===== src/hdl/ecd_pkg.sv =====
// shared widths and constants for the epoch milliseconds to civil date unit
`default_nettype none

package ecd_pkg;

   // request and response field widths
   localparam int unsigned EPOCH_MS_W = 64;
   localparam int unsigned YEAR_W     = 29;
   localparam int unsigned MONTH_W    = 4;
   localparam int unsigned DAY_W      = 5;

   // milliseconds per day split as 2^10 * 84375
   localparam int unsigned MS_DAY_SHIFT = 10;
   localparam int unsigned DAY_DIVISOR  = 84375;
   localparam int unsigned DAY_NUM_W    = EPOCH_MS_W - 1 - MS_DAY_SHIFT;
   localparam int unsigned DAY_CHUNK_W  = 15;
   localparam int unsigned DAY_REM_W    = $clog2(DAY_DIVISOR);
   localparam int unsigned DAY_TOP_W    = DAY_NUM_W - 3 * DAY_CHUNK_W;

   // day count and 400-year era split
   localparam int unsigned DAYS_W       = 37;
   localparam int unsigned EPOCH_SHIFT  = 719468;
   localparam int unsigned DAYS_PER_ERA = 146097;
   localparam int unsigned ERA_CHUNK_W  = 14;
   localparam int unsigned ERA_REM_W    = $clog2(DAYS_PER_ERA);
   localparam int unsigned ERA_TOP_W    = DAYS_W - 2 * ERA_CHUNK_W;
   localparam int unsigned ERA_W        = 20;

   // day of era, year of era, day of year, march-based month
   localparam int unsigned DOE_W = ERA_REM_W;
   localparam int unsigned YOE_W = 9;
   localparam int unsigned DOY_W = 9;
   localparam int unsigned MP_W  = 4;

endpackage

`default_nettype wire


===== src/hdl/ecd_div_step.sv =====
// two-stage long-division digit by a constant divisor using a reciprocal estimate
`default_nettype none

module ecd_div_step #(
   parameter int unsigned DIVISOR = ecd_pkg::DAY_DIVISOR,
   parameter int unsigned CHUNK_W = ecd_pkg::DAY_CHUNK_W
) (
   input  wire logic                         clock,
   input  wire logic                         en_a,
   input  wire logic                         en_b,
   input  wire logic [$clog2(DIVISOR)-1:0]   prev_rem,
   input  wire logic [CHUNK_W-1:0]           chunk,
   output logic      [CHUNK_W-1:0]           quot,
   output logic      [$clog2(DIVISOR)-1:0]   rem
);

   localparam int unsigned REM_W = $clog2(DIVISOR);
   localparam int unsigned N_W   = REM_W + CHUNK_W;
   localparam int unsigned M_W   = CHUNK_W + 1;
   localparam int unsigned P_W   = N_W + M_W;
   localparam longint unsigned RecipFull = (64'd1 << N_W) / DIVISOR;
   localparam logic [M_W-1:0]   RECIP = M_W'(RecipFull);
   localparam logic [REM_W:0]   DIV_C = (REM_W + 1)'(DIVISOR);

   logic [N_W-1:0]     num_in;
   logic [P_W-1:0]     prod_a;
   logic [CHUNK_W-1:0] qe_in;
   logic [N_W-1:0]     num_ff;
   logic [CHUNK_W-1:0] qe_ff;
   logic [N_W-1:0]     prod_b;
   logic [N_W-1:0]     diff;
   logic [REM_W:0]     diff_low;
   logic               fix;
   logic [CHUNK_W-1:0] quot_in;
   logic [REM_W-1:0]   rem_in;
   logic [CHUNK_W-1:0] quot_ff;
   logic [REM_W-1:0]   rem_ff;

   // estimate, low by at most one
   assign num_in = {prev_rem, chunk};
   assign prod_a = P_W'(num_in) * P_W'(RECIP);
   assign qe_in  = prod_a[N_W +: CHUNK_W];

   always_ff @(posedge clock) begin
      if (en_a) begin
         num_ff <= num_in;
         qe_ff  <= qe_in;
      end
   end

   // remainder and single correction
   assign prod_b   = N_W'(qe_ff) * N_W'(DIVISOR);
   assign diff     = num_ff - prod_b;
   assign diff_low = diff[REM_W:0];
   assign fix      = (diff_low >= DIV_C);
   assign quot_in  = qe_ff + CHUNK_W'(fix);
   assign rem_in   = fix ? REM_W'(diff_low - DIV_C) : diff_low[REM_W-1:0];

   always_ff @(posedge clock) begin
      if (en_b) begin
         quot_ff <= quot_in;
         rem_ff  <= rem_in;
      end
   end

   assign quot = quot_ff;
   assign rem  = rem_ff;

endmodule

`default_nettype wire


===== config.mk =====
export PLATFORM = sky130hd
export DESIGN_NAME = ecd_div_step
export DESIGN_NICKNAME = d
export VERILOG_FILES = /design/src/hdl/ecd_pkg.sv /design/src/hdl/ecd_div_step.sv
export SDC_FILE = /design/constraint.sdc
export NUM_CORES = 1
export LEC_CHECK = 0
export BUFFER_PORTS_ARGS = -buffer_cell sky130_fd_sc_hd__clkbuf_2
export CAP_MARGIN = 20
export CORE_MARGIN = 3
export CORE_UTILIZATION = 42
export DETAILED_ROUTE_END_ITERATION = 10
export PLACE_DENSITY = 0.61
export REMOVE_ABC_BUFFERS = 1
export SYNTH_ARGS = -nofsm -noshare
export SYNTH_HDL_FRONTEND = slang
export SYNTH_SLANG_ARGS = --single-unit

===== constraint.sdc =====
create_clock -name clock -period 17.35 [get_ports clock]
set_clock_uncertainty 0.2 [all_clocks]
set_input_delay 0.8675 -clock clock [delete_from_list [all_inputs] [get_ports clock]]
set_output_delay 0.8675 -clock clock [all_outputs]
set_load 0.005 [all_outputs]

* After elaboration in Yosys (flattened, before gate mapping) *
Index checks and enable logic that the tools add are counted.

word-level totals
  register bits after elaboration = 65
  bits in latches = 0
  bits in writable memories = 0
  memory bits (read-only) = 0
  bits of input ports = 35
  output and inout bits = 32
  word-level logic and storage cells = 11
  memories = 0

operators by class
  $add $sub $neg = 3
  multiply operators = 2
  divide/modulo/power cells = 0
  order comparisons = 1
  equality and inequality tests = 0
  shift operators = 0
  muxes and demuxes = 1
  bitwise logic cells = 0
  reduce and logical (&&, ||, !) cells = 0

operators with widths
  operator                  count
  $mul A32 B16 Y47 const B  1
  $ge A18 B17 Y1 const B    1
  $mul A15 B17 Y18 const B  1
  $sub A18 B18 Y18          1
  $mux W17                  1
  $sub A17 B17 Y17 const B  1
  $add A15 B1 Y15           1

* Depth between registers and ports, before layout *
Gate-level depths: netlist of the first run.

  depth after elaboration = 4
  mapped depth = 31
  gate-level depth less buffers = 28

* Worst setup path after synthesis of the first run *
OpenSTA, ideal clock, no wires.

  path kind = register to register
  start point = register qe_ff[12]
  end point = register quot_ff[14], in the netlist quot[14] (data pin)
  data arrival time = 6.457 ns
  data required time = 16.889 ns
  setup slack = 10.433 ns
  stages on the path, launching flop included = 30
  path buffers = 2
  path through = edfxtp_1 -> inv_1 -> fa_1 -> inv_1 -> fa_1 -> inv_1 -> fa_1 -> inv_1 -> fa_1 -> inv_1 -> fa_1 -> inv_1 -> fa_1 -> inv_1 -> ha_1 -> inv_1 -> nor2_1 -> a211o_1 -> nand3_1 -> and2_1 -> a311o_1 -> buf_6 -> buf_6 -> ha_1 -> nand2_1 -> nor2_1 -> nand3_1 -> nor3_1 -> nand3_1 -> xnor2_1

between the ends
  word-level cells in the longest chain between the ends = 4

ends and longest elaborated chain
  what                      line                RTL
  start: declaration        ecd_div_step.sv:29  logic [CHUNK_W-1:0] qe_ff;
  start signal: assignment  ecd_div_step.sv:47  qe_ff <= qe_in;
  $mul A15 B17 Y18          ecd_div_step.sv:52  assign prod_b = N_W'(qe_ff) * N_W'(DIVISOR);
  $sub A18 B18 Y18          ecd_div_step.sv:53  assign diff = num_ff - prod_b;
  $ge A18 B17 Y1            ecd_div_step.sv:55  assign fix = (diff_low >= DIV_C);
  $add A15 B1 Y15 (*)       ecd_div_step.sv:56  assign quot_in = qe_ff + CHUNK_W'(fix);
  net quot_in[14]           ecd_div_step.sv:34  logic [CHUNK_W-1:0] quot_in;
  end signal: assignment    ecd_div_step.sv:61  quot_ff <= quot_in;
  end: declaration          ecd_div_step.sv:36  logic [CHUNK_W-1:0] quot_ff;

The timed path passes the listed nets; every way through them passes the cells marked *.
A chain may end at the register's enable or synchronous reset.

* Worst setup path after layout of the first run *
  start point = register qe_ff[4]
  end point = register quot_ff[14], in the netlist quot[14] (data pin)

The elaborated chain is that of the path after synthesis.

==> results.json, run 1 <==
{
  "status": "complete, no violations",
  "drive_gt1_frac": 0.0576,
  "path_max_fanout": 18,
  "cts_tree": "built",
  "clockRootBuffer": "clkbuf_16",
  "clk_pin_slew_worst_paths_ns": 0.06,
  "grt_start_max_net_pins": 34,
  "endpoint_kind": "flop",
  "worst_pin_slew_ns": 0.795,
  "period_share": 0.464,
  "holdBufCountCts": 0,
  "cts_setup_buffers": 0,
  "port_buffers": 66,
  "register_area_um2": 1950,
  "wl_per_cell_um": 16.1,
  "grt_pass1_vias": 11042,
  "r2r_end": "quot[14]",
  "diodes": 0,
  "h-tree-depth": 3,
  "report.final.setup_viol": 0,
  "dieArea_um2": 40100,
  "grt_pass1_wl_um": 56300,
  "postSynthAreaPerCell_um2": 10.3,
  "finalHoldViolations": 0,
  "routed_via_density": 4.72,
  "cts.sinks": 65,
  "hold_start": "qe_ff[14]",
  "cp.required_ns": 17.23,
  "clkLatencyLatePin_ns": 0.33,
  "worst_setup_path_start_kind": "flop",
  "cp.arrival_ns": 7.93,
  "post-route-min-period_ns": 8.05,
  "multi_input_comb_area_um2": 11900,
  "core_um2": 36900,
  "slew_headroom": 0.470,
  "n_fill_cell": 3511,
  "synthCells": 1539,
  "drtPass1Iterations": 4,
  "slowest_delay_ns": 0.64,
  "fin_nets": 2231,
  "dpl.hpwl_um": 31100,
  "async_flop_share": 0,
  "hold_depth": 1,
  "rsz0062_at_grt": "no",
  "critical_path_class": "reg2reg",
  "max_freq_ghz": 0.124,
  "ys_seq_area_frac": 0.123,
  "setup-tns-final_ns": 0,
  "drt_iter0_markers": 398,
  "syn-cell-area_um2": 15800,
  "r2r_cells": 26,
  "rrSetupSlack_ns": 9.30,
  "yosysTopAreaCell": "fa_1",
  "track_usage": 0.177,
  "drc": 0,
  "overflow": 0,
  "ant_nets": 0,
  "grt_antenna_before_repair": 0,
  "min_delay_worst_endpoint": "quot[14]",
  "yosys_warnings": 0,
  "gp_congestion": 0.896,
  "initial_core_util": 0.429,
  "hp-class": "reg2reg",
  "maxSlewViolCount": 0,
  "synth_edf_count": 65,
  "rows": 70,
  "ys.flop_type": "edfxtp_1",
  "area_delta_synth_final_pct": 7.62,
  "die_width_um": 200,
  "cts_inserted_buffers": 9,
  "yosysTopAreaCellShare": 0.368,
  "synth_common_cells": "inv_1 (518), ha_1 (295), fa_1 (291), edfxtp_1 (65), xnor2_1 (60)",
  "io_pins": 67,
  "slowest_stage": "a311o_1",
  "yosys-top-cells-area": "fa_1 (37%), ha_1 (23%), edfxtp_1 (12%), inv_1 (12%), xnor2_1 (3.3%)",
  "cts_max_path_buffers": 2,
  "r2r_start": "qe_ff[4]",
  "crit_top_cell": "fa_1",
  "max_cap_violations": 0,
  "synth.most_common_cell": "inv_1",
  "ys_ff_latch": 65,
  "finalWirelength_um": 34100,
  "synth.distinct_cells": 60,
  "die_y_um": 200,
  "cts_resized": 0,
  "vias": 9998
}
==> stage by stage <==
step           std cells  cell area, µm²  hold slack (ns)  utilization  setup slack (ns)
2_1_floorplan       1533           15800            0.425            -             10.27
3_3_place_gp        2103           16700            0.493        0.454              9.54
3_5_place_dp        2103           16700            0.497        0.454              9.36
4_1_cts             2118           17000            0.506        0.462              9.35
5_1_grt             2118           17000            0.529        0.462              8.84
6_report            2118           17000            0.507        0.462              9.30
==> state kept, by name, summed over array words and instances (netlist names) <==
register and cells:
qe_ff 15, rem 17, num_ff 18, quot 15
==> worst max-delay path, delay by kind of cell, from the launching register on <==
family                   cells  cell delay, ns
buffers and inverters        4            0.42
adder cells (fa/ha/maj)      8            3.64
flip-flops                   1            0.49
XOR/XNOR                     2            0.41
AND/OR/NAND/NOR              9            1.66
AO/OA/AOI/OAI                3            0.97
==> cells in the final DEF (no fill, tap or decap), types with 5 or more instances in the layout <==
master / synthesis / routed
nand2_1: 39 / 39
a21o_1: 19 / 19
and3_1: 5 / 5
nor2b_1: 9 / 9
nand4_1: 9 / 9
o21a_1: 7 / 7
a21oi_1: 35 / 35
o21ai_0: 31 / 31
inv_1: 518 / 518
xnor2_1: 60 / 60
clkbuf_2: 0 / 66
clkbuf_16: 0 / 9
xor2_1: 19 / 19
nor2_1: 29 / 29
ha_1: 295 / 295
edfxtp_1: 65 / 65
o211ai_1: 7 / 7
nor3_1: 8 / 8
nand2b_1: 7 / 7
fa_1: 291 / 291
nand3_1: 14 / 14
==> worst max-delay path by stage <==
stage | from | endpoint | cells past startpoint | slack, ns
floorplan | qe_ff[12] | quot[14] | 27 | 10.27
global placement | qe_ff[4] | quot[14] | 26 | 9.54
detailed placement | qe_ff[4] | quot[14] | 26 | 9.36
CTS | qe_ff[4] | quot[14] | 26 | 9.35
global route | qe_ff[12] | quot[14] | 27 | 8.84
finish | qe_ff[4] | quot[14] | 26 | 9.30
==> per-layer routing <==
metal,GRT usage,part of all wire,wire [µm],up-vias
met5,0,0,0,-
met4,0.0351,0.017,583,0
met3,0.0210,0.037,1250,33
met2,0.314,0.50,17000,155
met1,0.234,0.45,15200,4947
li1,-,-,-,4863
==> cells by family after synthesis <==
logic type      after synthesis  share of synthesized area
compound gates              143                     0.0604
xor+xnor                     80                     0.0447
fa+ha+maj                   586                      0.601
buf+inv                     524                      0.125
flops                        65                      0.123
mux                           1                   0.000711
simple gates                140                     0.0443
==> area by class of cell <==
class                           count  area share
Timing Repair Buffer               66      0.0194
Clock inverter                      6     0.00353
Multi-Input combinational cell    950       0.698
Sequential cell                    65       0.115
Tap cell                          504      0.0370
Clock buffer                        9      0.0132
Inverter                          518       0.114
Power of run 1 is not shown: default switching activity piles up to over one toggle a cycle in this logic, so the estimate is an artifact.
==> inputs of run 2 (changes only) <==
- PLACE_DENSITY: 0.61 -> 0.63
- clock period: 17.35 -> 6.5 ns (I/O delays scaled with it)
==> run 2 against run 1 <==
Against the previous run:
- sequential share of layout area decreased by 0.66 points
- fmax up 28%
- first-iteration DRC count decreased by 8.5%
- routed wire length grew 3.8%
- via count increased by 3.9%
- register-to-register slack lost 9.1 ns
- setup slack worse by 9.1 ns
- final area grew 6.1%
- worst hold slack worse by 0.42 ns
- clock-buffer cell count unchanged
- global-route usage rose by 0.44 points
- utilization is 2.8 points higher
- critical path type unchanged
- critical endpoint unchanged
- largest cell class unchanged
==> results.json, run 2 (synthesis results as in run 1) <==
{
  "endpoint_kind": "flop",
  "core_um2": 36900,
  "fin_nets": 2314,
  "rows": 70,
  "crit_family": "adder cells",
  "multi_input_comb_area_um2": 12300,
  "crit_start": "qe_ff[3]",
  "h-tree-depth": 3,
  "io_pins": 67,
  "grt_antenna_before_repair": 0,
  "period_share": 0.970,
  "slew_headroom": 0.488,
  "setup-tns-final_ns": 0,
  "finalWirelength_um": 35400,
  "critical_path_class": "reg2reg",
  "cts_inserted_buffers": 9,
  "cp.arrival_ns": 6.20,
  "dpl.hpwl_um": 31900,
  "track_usage": 0.181,
  "max_freq_ghz": 0.159,
  "routed_via_density": 4.72,
  "route.met2.wl_um": 17700,
  "slowest_delay_ns": 0.56,
  "port_buffers": 66,
  "rsz0062_at_grt": "yes",
  "vias": 10384,
  "cts_tree": "built",
  "report.final.setup_viol": 0,
  "n_fill_cell": 3362,
  "ant_nets": 0,
  "grt_pass1_vias": 11349,
  "hp-class": "in2reg",
  "regMostFlops": "num_ff",
  "area_delta_synth_final_pct": 14.2,
  "drive_gt1_frac": 0.138,
  "grt_start_max_net_pins": 34,
  "cts_max_path_buffers": 2,
  "drt-met1-wl_um": 15900,
  "initial_core_util": 0.429,
  "clk_pin_slew_worst_paths_ns": 0.05,
  "status": "complete, no violations",
  "fin_ws_ns": 0.193,
  "grt_pass1_wl_um": 57900,
  "top_layer": "met4",
  "path_depth": 26,
  "max_cap_violations": 0,
  "clockRootBuffer": "clkbuf_16",
  "slowest_stage": "fa_2",
  "crit_top_cell": "fa_1",
  "overflow": 0,
  "layout_commonest_cell": "inv_1",
  "r2r_cells": 26,
  "die_y_um": 200,
  "hold_depth": 1,
  "r2r_start": "qe_ff[3]",
  "path_max_fanout": 3,
  "die_width_um": 200,
  "final_cell_mix": "inv_1 (507), fa_1 (287), ha_1 (273), buf_4 (76), clkbuf_2 (66)",
  "cts.sinks": 65,
  "drtPass1Iterations": 5,
  "worst_setup_path_start_kind": "flop",
  "dieArea_um2": 40100,
  "wl_per_cell_um": 16.1,
  "drc": 0,
  "register_area_um2": 1950,
  "gp_congestion": 0.938,
  "finalHoldViolations": 0,
  "critical_path_buf_inv_count": 4,
  "met3_length_um": 1090,
  "maxSlewViolCount": 0,
  "largest_reg_flops": 18,
  "post-route-min-period_ns": 6.31,
  "diodes": 0,
  "hold_start": "chunk[5]",
  "place_area_um2": 17200,
  "worst_pin_slew_ns": 0.767,
  "pre_cts_ws_ns": -0.0677,
  "drt_iter0_markers": 364,
  "clkLatencyLatePin_ns": 0.34,
  "fin_area_um2": 18100,
  "cp.required_ns": 6.39
}
## run 2: layout make-up
class,instances,area share
Clock buffer,9,0.0125
Clock inverter,6,0.00388
Inverter,518,0.108
Multi-Input combinational cell,950,0.678
Sequential cell,65,0.108
Tap cell,504,0.0349
Timing Repair Buffer,149,0.0547
## run 2: metrics by stage
step,cells,hold slack (ns),util
after floorplan,1533,0.224,-
after global placement,2167,0.442,0.468
after detailed placement,2167,0.435,0.468
after CTS,2182,0.0842,0.476
after global routing,2201,0.0932,0.490
final,2201,0.0873,0.490
## run 2: path summary, 6_finish.rpt
path	to	slack, ns
max	quot[14]	0.19
min reg2reg	quot[2]	0.54
min	num_ff[5]	0.09
max reg2reg	quot[14]	0.19
## run 2: layer usage
layer,global-route usage,vias up
li1,-,5047
met1,0.239,5133
met2,0.322,165
met3,0.0189,39
met4,0.0420,0
met5,0,-
## run 2: worst register-to-register path, cell delays in order, from the launching register on
cell,delay [ns]
edfxtp_1,0.46
buf_6,0.17
ha_4,0.16
fa_2,0.56
inv_1,0.05
fa_1,0.46
fa_2,0.38
fa_1,0.52
inv_1,0.06
fa_1,0.54
inv_2,0.05
ha_4,0.26
and3_4,0.18
and3_1,0.15
o211ai_1,0.15
a31oi_4,0.24
o21ai_2,0.09
a21oi_2,0.14
xnor2_1,0.14
a311o_1,0.17
ha_2,0.19
nand2_2,0.07
nor2_4,0.12
nand3_2,0.12
nor3_4,0.20
nand3_1,0.11
xnor2_1,0.13
## run 2: what timing repair did
| action | in CTS | in global routing |
|---|---|---|
| buffers inserted | 0 | 19 |
| hold buffers | 0 | 0 |
| hold endpoints to repair | 0 | 0 |
| gates resized for setup | 2 | 73 |
| pin swaps | 0 | 47 |
| setup endpoints to repair | 3 | 13 |
Power of run 2 is left out for the same reason.
